--- src/sv/rpn_stack_evaluator_unit_macros.svh ---
// ----------------------------------------------------------------------------
// RPN stack evaluator assertion macros
// Shared concurrent assertion forms, clocked on clk, disabled in reset.
// ----------------------------------------------------------------------------
`ifndef RPN_STACK_EVALUATOR_UNIT_MACROS_SVH
`define RPN_STACK_EVALUATOR_UNIT_MACROS_SVH

// same-cycle implication
`define RPN_ASSERT_IMP(lbl, ante, cons) \
  lbl: assert property (@(posedge clk) disable iff (!rst_n) (ante) |-> (cons)) \
    else $error("rpn assertion failed");

// next-cycle implication
`define RPN_ASSERT_NXT(lbl, ante, cons) \
  lbl: assert property (@(posedge clk) disable iff (!rst_n) (ante) |=> (cons)) \
    else $error("rpn assertion failed");

`endif

--- src/sv/rpn_pkg.sv ---
// ----------------------------------------------------------------------------
// RPN stack evaluator package
// Transaction types, action, status and ALU codes.
// ----------------------------------------------------------------------------
package rpn_pkg;

  localparam int DATA_W  = 32;
  localparam int CFG_IDX_W = 1;

  localparam logic [2:0] ACT_LIT = 3'd0;
  localparam logic [2:0] ACT_R0  = 3'd1;
  localparam logic [2:0] ACT_R1  = 3'd2;
  localparam logic [2:0] ACT_ADD = 3'd3;
  localparam logic [2:0] ACT_SUB = 3'd4;
  localparam logic [2:0] ACT_MUL = 3'd5;
  localparam logic [2:0] ACT_DIV = 3'd6;
  localparam logic [2:0] ACT_END = 3'd7;

  localparam logic [1:0] ST_OK    = 2'd0;
  localparam logic [1:0] ST_UNDER = 2'd1;
  localparam logic [1:0] ST_DIVZ  = 2'd2;
  localparam logic [1:0] ST_OVER  = 2'd3;

  localparam logic [1:0] ALU_ADD = 2'd0;
  localparam logic [1:0] ALU_SUB = 2'd1;
  localparam logic [1:0] ALU_MUL = 2'd2;
  localparam logic [1:0] ALU_DIV = 2'd3;

  localparam logic [CFG_IDX_W-1:0] CFG_R0 = 1'b0;
  localparam logic [CFG_IDX_W-1:0] CFG_R1 = 1'b1;

  typedef struct packed {
    logic [2:0]               action;
    logic signed [DATA_W-1:0] literal;
  } in_item_t;

  typedef struct packed {
    logic signed [DATA_W-1:0] result_value;
    logic [1:0]               status;
  } out_item_t;

  typedef struct packed {
    logic       start;
    logic [1:0] op;
  } alu_req_t;

endpackage

--- src/sv/rpn_alu.sv ---
// ----------------------------------------------------------------------------
// RPN shared arithmetic unit
// One 33-bit adder reused for add, sub, shift-add multiply, restoring divide.
// ----------------------------------------------------------------------------
`include "rpn_stack_evaluator_unit_macros.svh"

module rpn_alu
  import rpn_pkg::*;
(
  input  logic              clk,
  input  logic              rst_n,
  input  alu_req_t          req,
  input  logic [DATA_W-1:0] opnd_a,
  input  logic [DATA_W-1:0] opnd_b,
  output logic              done,
  output logic [DATA_W-1:0] res
);

  typedef enum logic [4:0] {
    A_IDLE   = 5'b00001,
    A_ADDSUB = 5'b00010,
    A_MUL    = 5'b00100,
    A_DIV    = 5'b01000,
    A_FIX    = 5'b10000
  } alu_state_t;

  alu_state_t        st_r, st_nxt;
  logic [1:0]        op_r, op_nxt;
  logic [DATA_W-1:0] acc_r, acc_nxt;
  logic [DATA_W-1:0] opb_r, opb_nxt;
  logic [DATA_W-1:0] opq_r, opq_nxt;
  logic [DATA_W-1:0] rem_r, rem_nxt;
  logic [4:0]        cnt_r, cnt_nxt;
  logic              neg_r, neg_nxt;
  logic              done_r, done_nxt;

  logic [DATA_W:0]   add_a, add_b;
  logic              add_sub;
  logic [DATA_W+1:0] add_sum;
  logic [DATA_W:0]   shifted;
  logic [DATA_W-1:0] mag_a, mag_b;

  assign add_sum = add_sub ? ({1'b0, add_a} - {1'b0, add_b})
                           : ({1'b0, add_a} + {1'b0, add_b});
  assign shifted = {rem_r, opq_r[DATA_W-1]};
  assign mag_a   = opnd_a[DATA_W-1] ? (DATA_W'(0) - opnd_a) : opnd_a;
  assign mag_b   = opnd_b[DATA_W-1] ? (DATA_W'(0) - opnd_b) : opnd_b;

  always_comb begin
    st_nxt   = st_r;
    op_nxt   = op_r;
    acc_nxt  = acc_r;
    opb_nxt  = opb_r;
    opq_nxt  = opq_r;
    rem_nxt  = rem_r;
    cnt_nxt  = cnt_r;
    neg_nxt  = neg_r;
    done_nxt = 1'b0;
    add_a    = '0;
    add_b    = '0;
    add_sub  = 1'b0;
    case (st_r)
      A_IDLE: begin
        if (req.start) begin
          op_nxt = req.op;
          cnt_nxt = 5'd31;
          case (req.op)
            ALU_MUL: begin
              acc_nxt = '0;
              opq_nxt = opnd_b;
              opb_nxt = opnd_a;
              st_nxt  = A_MUL;
            end
            ALU_DIV: begin
              opq_nxt = mag_a;
              opb_nxt = mag_b;
              rem_nxt = '0;
              neg_nxt = opnd_a[DATA_W-1] ^ opnd_b[DATA_W-1];
              st_nxt  = A_DIV;
            end
            default: begin
              opq_nxt = opnd_a;
              opb_nxt = opnd_b;
              st_nxt  = A_ADDSUB;
            end
          endcase
        end
      end
      A_ADDSUB: begin
        add_a    = {1'b0, opq_r};
        add_b    = {1'b0, opb_r};
        add_sub  = (op_r == ALU_SUB);
        acc_nxt  = add_sum[DATA_W-1:0];
        done_nxt = 1'b1;
        st_nxt   = A_IDLE;
      end
      A_MUL: begin
        add_a   = {1'b0, acc_r};
        add_b   = opq_r[0] ? {1'b0, opb_r} : '0;
        acc_nxt = add_sum[DATA_W-1:0];
        opb_nxt = {opb_r[DATA_W-2:0], 1'b0};
        opq_nxt = {1'b0, opq_r[DATA_W-1:1]};
        cnt_nxt = cnt_r - 5'd1;
        if (cnt_r == 5'd0) begin
          done_nxt = 1'b1;
          st_nxt   = A_IDLE;
        end
      end
      A_DIV: begin
        add_a   = shifted;
        add_b   = {1'b0, opb_r};
        add_sub = 1'b1;
        rem_nxt = add_sum[DATA_W+1] ? shifted[DATA_W-1:0] : add_sum[DATA_W-1:0];
        opq_nxt = {opq_r[DATA_W-2:0], ~add_sum[DATA_W+1]};
        cnt_nxt = cnt_r - 5'd1;
        if (cnt_r == 5'd0) begin
          st_nxt = A_FIX;
        end
      end
      A_FIX: begin
        add_a    = '0;
        add_b    = {1'b0, opq_r};
        add_sub  = neg_r;
        acc_nxt  = add_sum[DATA_W-1:0];
        done_nxt = 1'b1;
        st_nxt   = A_IDLE;
      end
      default: begin
        st_nxt = A_IDLE;
      end
    endcase
  end

  always_ff @(posedge clk) begin
    if (!rst_n) begin
      st_r   <= A_IDLE;
      done_r <= 1'b0;
    end else begin
      st_r   <= st_nxt;
      done_r <= done_nxt;
    end
    op_r  <= op_nxt;
    acc_r <= acc_nxt;
    opb_r <= opb_nxt;
    opq_r <= opq_nxt;
    rem_r <= rem_nxt;
    cnt_r <= cnt_nxt;
    neg_r <= neg_nxt;
  end

  assign done = done_r;
  assign res  = acc_r;

  `RPN_ASSERT_IMP(a_start_idle, req.start, st_r == A_IDLE)
  `RPN_ASSERT_NXT(a_done_pulse, done_r, !done_r)
  `RPN_ASSERT_IMP(a_fix_div, st_r == A_FIX, op_r == ALU_DIV)

endmodule
--- config.mk ---
export PLATFORM = sky130hd
export DESIGN_NAME = rpn_alu
export DESIGN_NICKNAME = d
export VERILOG_FILES = /design/src/sv/rpn_pkg.sv /design/src/sv/rpn_alu.sv
export VERILOG_INCLUDE_DIRS = /design/src /design/src/sv
export SDC_FILE = /design/constraint.sdc
export NUM_CORES = 1
export LEC_CHECK = 0
export BUFFER_PORTS_ARGS = -buffer_cell sky130_fd_sc_hd__buf_4
export CORE_UTILIZATION = 54
export CTS_CLUSTER_SIZE = 24
export DETAILED_ROUTE_END_ITERATION = 6
export HOLD_SLACK_MARGIN = 0.02
export PLACE_DENSITY_LB_ADDON = 0.05
export SYNTH_ARGS = -nofsm -noshare
export SYNTH_HDL_FRONTEND = slang
export SYNTH_SLANG_ARGS = --single-unit
--- constraint.sdc ---
create_clock -name clk -period 6.61 [get_ports clk]
set_input_delay 0.661 -clock clk [delete_from_list [all_inputs] [get_ports clk]]
set_output_delay 0.661 -clock clk [all_outputs]
set_load 0.05 [all_outputs]
# --- Yosys cells after proc, flatten, opt, wreduce, memory -nomap -nowiden ---
# Index checks and enable logic that the tools add are counted.
classes:
  bitwise: 2
  n_addsub: 5
  muxes: 29
  n_reduce_logical: 18
  n_eq_ne: 13
ops:
  columns: ["op", "count"]
  rows:
  - ["$mux W32", 10]
  - ["$pmux W32 S2", 5]
  - ["$pmux W32 S3", 2]
  - ["$pmux W33 S3", 1]
  - ["$sub A1 B32 Y32 const A", 2]
  - ["$add A33 B33 Y34", 1]
  - ["$mux W34", 1]
  - ["$sub A33 B33 Y34", 1]
  - ["$mux W5", 4]
  - ["$pmux W5 S3", 1]
  - ["$reduce_and A3 Y1", 4]
  - ["$pmux W5 S2", 1]
  - ["$pmux W4 S2", 1]
  - ["$reduce_and A2 Y1", 4]
  - ["$reduce_bool A2 Y1", 4]
  - ["$ne A2 B2 Y1 const B", 3]
  - ["$reduce_or A2 Y1", 3]
  - ["$eq A5 B1 Y1 const B", 1]
  - ["$eq A5 B2 Y1 const B", 1]
  - ["$eq A5 B3 Y1 const B", 1]
  - ["$eq A5 B4 Y1 const B", 1]
  - ["$eq A5 B5 Y1 const B", 1]
  - ["$logic_not A5 Y1", 1]
  - ["$sub A5 B1 Y5 const B", 1]
  - ["10 further kinds", 12]
totals:
  wordCells: 76
  inputBits: 69
  regBits: 142
  out_inout_bits: 33

# --- Logic depth before layout (Yosys ltp) ---
logic_depth:
  ltp_word: 7
  mapped_depth: 28
  depth_no_buf: 22

# --- Least setup slack after synthesis ---
# OpenSTA, ideal clock, no wires.
synth_path:
  path_type: "flip-flop to flip-flop"
  startpoint: "reg st_r[2]"
  endpoint: "reg rem_r[10] (data pin)"
  n_path_buf: 8
  path_stages_with_launch: 29
  setup_time_ns: 0.254
  t_required_ns: 6.356
  period_less_slack_ns: 5.504
  slack_ns: 1.106
  t_arrival_ns: 5.250
  cell_sequence: "dfxtp_1 -> buf_2 -> nor3_1 -> and3b_1 -> clkbuf_1 -> buf_2 -> buf_1 -> buf_1 -> a22oi_1 -> ha_1 -> inv_1 -> a221o_1 -> nor4_2 -> nand4_1 -> nor2_1 -> a21oi_1 -> xor2_1 -> ha_1 -> clkbuf_1 -> a21o_1 -> a21o_1 -> a21oi_1 -> nor2_1 -> a211oi_1 -> and3_1 -> buf_2 -> buf_4 -> nor3_1 -> o21a_1"
synth_via:
  elab_chain_len: 7
  elab_cells_between_ends: 14
  classes_between: "add/sub: 2; eq/ne: 5; mux: 6; reduce/logical: 1"
synth_rtl:
  columns: ["item", "line_no", "source"]
  rows:
  - ["start, declared", "rpn_alu.sv:27", "alu_state_t st_r, st_nxt;"]
  - ["start signal, assigned", "rpn_alu.sv:139", "st_r <= st_nxt;"]
  - ["$eq A5 B4 Y1 or $eq A5 B2 Y1 (tied branches)", "rpn_alu.sv:62", "case (st_r)"]
  - ["$reduce_or A2 Y1 (no line)", null, null]
  - ["$pmux W32 S3", "rpn_alu.sv:62", null]
  - ["$add A33 B33 Y34 or $sub A33 B33 Y34 (tied branches)", "rpn_alu.sv:44, rpn_alu.sv:43", null]
  - ["$mux W34", "rpn_alu.sv:43", "assign add_sum = add_sub ? ({1'b0, add_a} - {1'b0, add_b})"]
  - ["$mux W32", "rpn_alu.sv:113", "rem_nxt = add_sum[DATA_W+1] ? shifted[DATA_W-1:0] : add_sum[DATA_W-1:0];"]
  - ["$pmux W32 S2 *", "rpn_alu.sv:62", null]
  - ["end signal, assigned", "rpn_alu.sv:146", "rem_r <= rem_nxt;"]
  - ["end, declared", "rpn_alu.sv:32", "logic [DATA_W-1:0] rem_r, rem_nxt;"]
# Mark *: on every way between the ends. The rest lies on a longest branch, timed or not.
# A chain may end at the register's enable or synchronous reset.

# --- Final worst setup path ---
layout_path:
  startpoint: "reg st_r[2]"
  endpoint: "reg rem_r[24] (data pin)"
# Same word-level chain as after synthesis.

==> metrics <==
outcome complete, no violations; worst hold path class in -> reg; clk_lat worst skew 430 ps; final wirelength 37.28 mm; crit-path max cell delay 500 ps; Core Region 21760 um2; Arrival @ worst endpoint 6370 ps; I/O Buffers 101; vias per cell 6.689; area delta synth->final 12.40%; worst slew pin tran around 880 ps; GRT Resource Usage Total 32.68%; Design Power 3.235 mW; synthesis-stage register bit count approximately 140; initial antenna violation count 0; Highest Signal Layer met4; Synth Area in Simple Gates 17.96%; Hold Path Stages 2; largest family of logic cells by synthesized area compound AO/OA/AOI/OAI gates; ys flop type edfxtp_1; starting density of the core 55.04%; Syn Std Cell Area 11970 um2; Design Area, Final 13460 um2; die height 150.9 um; number of flops mapped to enable cells by yosys 136; CTS clk-pin slew, worst paths about 70 ps; Yosys Warn Count 0; IO Pins 102; TritonCTS Sinks 142; grt ovf 0; pre-CTS WS 425.9 ps; area post-placement 12870 um2; row count 54; CP Class reg -> reg; Required @ worst endpoint 6880 ps; via count 11753; post-synthesis cell type count 84; die area 22770 um2; commonest non-fill, non-tap cells in the layout o21ai_0, edfxtp_1, nand2_1; first-pass iteration count of the detailed router 6; final hold slack 513.6 ps; clock share of power 29.5%; Setup crit end kind register; register area share after synthesis 35.11%; Iter 0 DRT Violations 1175; Clock Tree Buf Depth 2; H-tree Lvls 4; Net Sw Power about 1.2 mW; TritonCTS buffer count 17; Worst Path Max Fanout 23; final hold vios 0; largest net degree at the start of global routing 94; fmax 0.1639 GHz; VDD IR max between 0.2 and 0.25 mV; CTS tree done; adder-cell area share of the yosys netlist roughly 4.0%; first-pass GRT wire length 57.24 mm; Met2 Routed Length between 15 and 20 mm; P_int a little over 2 mW; Mapped Cells 1430; cells along the critical path nor3b_1 > nor3_2 > nor2_2 > a22oi_1 > ha_1 > inv_1 > a221o_1 > nor4_4 > nand2_1 > o21ai_0 > xor2_1 > ha_1 > and3_1 > nand4_1 > a211oi_1 > nand4bb_1 > nand3_1 > a211o_1 > and3_1 > buf_4 > buf_4 > or4_1 > a21oi_1; XOR/XNOR share of the synthesized area under 10%; CP max-delay cell dfxtp_1; DP Wirelength 26.95 mm; post-synthesis mux area share 0.7837%; Antenna Cells 0; commonest non-fill, non-tap cell in the layout o21ai_0; Flop pwr share 35.9%; Max Transition Viols Final 0; post-layout net count 1571; post-route insts no fill 1757; r2r setup slk 510 ps; Mean Syn Cell Area 8.373 um2; post-layout min period 6103 ps; DRC viols 0; Switching Share 37.42%; RePlAce Congestion 0.9458; Leak Pwr between 5 and 6 nW; met1 wire length 16.79 mm; Final setup viols 0; relative slew slack 40.98%; Root Driver clkbuf_16; # Post-CTS Setup Buffers 0; Routed wire per std cell 21.22 um; vias in the first global route slightly above 10000; Die Wd ~150 um; Post-Syn Nets around 1500; post-layout util 61.86%; power density cells 240.4 nW/um2; placed insts 1725; combinational power share between 30% and 40%; hold bufs inserted after CTS 0; post-route setup TNS 0 ps; met3 WL post-DR 3.364 mm; Compound-Gate Fraction of Synth Area approximately a third; Tcrit/Tclk final 92.33%; FFs w/ async S/R, synth 0%; Startpoint Class register; clock skew 11.50 ps; Reg2Reg Depth 23; total of max-cap violations 0; fin worst setup slack 507.2 ps; share of cells above drive strength 1 13.07%; Final ANT Viol Nets 0
==> per-layer routing <==
layer	vias to the layer above	track usage, %
li1	5577	-
met1	5548	47.84
met2	589	49.50
met3	39	5.000
met4	0	9.400
met5	-	0
==> layout make-up <==
class                   count  area [um2]
inverters                  62       232.7
multi-input cells        1114        7141
clock buffers              17       425.4
clock inverters            15       152.6
flip-flops and latches    142        4204
fillers                  1902        8297
well taps                 280       350.3
repair buffers            127       953.4
==> flip-flops by register name, indices dropped and copies added (netlist names) <==
register	flops
cnt_r	5
done	1
neg_r	1
op_r	2
opb_r	32
opq_r	32
rem_r	32
res	32
st_r	5
==> critical path, delay by kind of cell (launching register included) <==
| family | cells | cell delay, ps |
|---|---|---|
| AO/OA/AOI/OAI | 6 | 1650 |
| XOR/XNOR | 1 | 100 |
| adder cells (fa/ha/maj) | 2 | 640 |
| buffers and inverters | 3 | 470 |
| flip-flops | 1 | 500 |
| AND/OR/NAND/NOR | 11 | 2570 |
==> power by group through the flow <==
stage | Clock [mW] | Combinational (mW) | Sequential [mW]
2_1_floorplan | 0 | 0.788 | 1.17
4_1_cts | 0.959 | 1.10 | 1.16
3_3_place_gp | 0 | 1.09 | 1.17
5_1_grt | 0.997 | 1.23 | 1.17
3_5_place_dp | 0 | 1.10 | 1.17
6_report | 0.956 | 1.12 | 1.16
==> worst paths after layout <==
path,start,end
max,st_r[2],rem_r[24]
min,rst_n,st_r[2]
max reg2reg,st_r[2],rem_r[24]
min reg2reg,cnt_r[4],cnt_r[4]
==> Yosys cell counts, drive strengths merged, types with 8 or more instances <==
cell     number  area, um2
inv          62      232.7
or2           9      56.31
o31ai        21      162.6
a31oi        12      75.07
nand3        26      130.1
a221oi       17      148.9
o221ai        8      70.07
or3          17      111.4
xor2         28      245.2
nand4        15      93.84
ha           37      462.9
buf          21      102.6
and3         11      68.82
o2111ai       8      70.07
or4          11      93.84
a22oi        43      322.8
a211oi       11      87.58
edfxtp      136       4084
o211ai        8      60.06
a21oi       107      539.3
a222oi       31      310.3
a21o         22      165.2
o21a         30      225.2
nand2       130      490.5
nor3         56      285.3
o22ai        24      150.1
a221o        16      160.2
xnor2        31      271.5
a21boi       24      180.2
o41ai         8      88.84
nor2b        10      62.56
o21ai       140      700.7
clkbuf       91      341.6
nor2        114      427.9
==> kinds of logic after synthesis <==
kind of cell,after synthesis
buf+inv,174
simple gates,440
xor+xnor,59
mux,9
fa+ha+maj,38
compound gates,568
flops,142
==> what timing repair did <==
item                                    4_1_cts  5_1_grt
endpoints found under the setup margin        0        9
resized for setup                             0        1
endpoints found under the hold margin         0        0
Note: power is estimated with default switching activity, not from simulation.
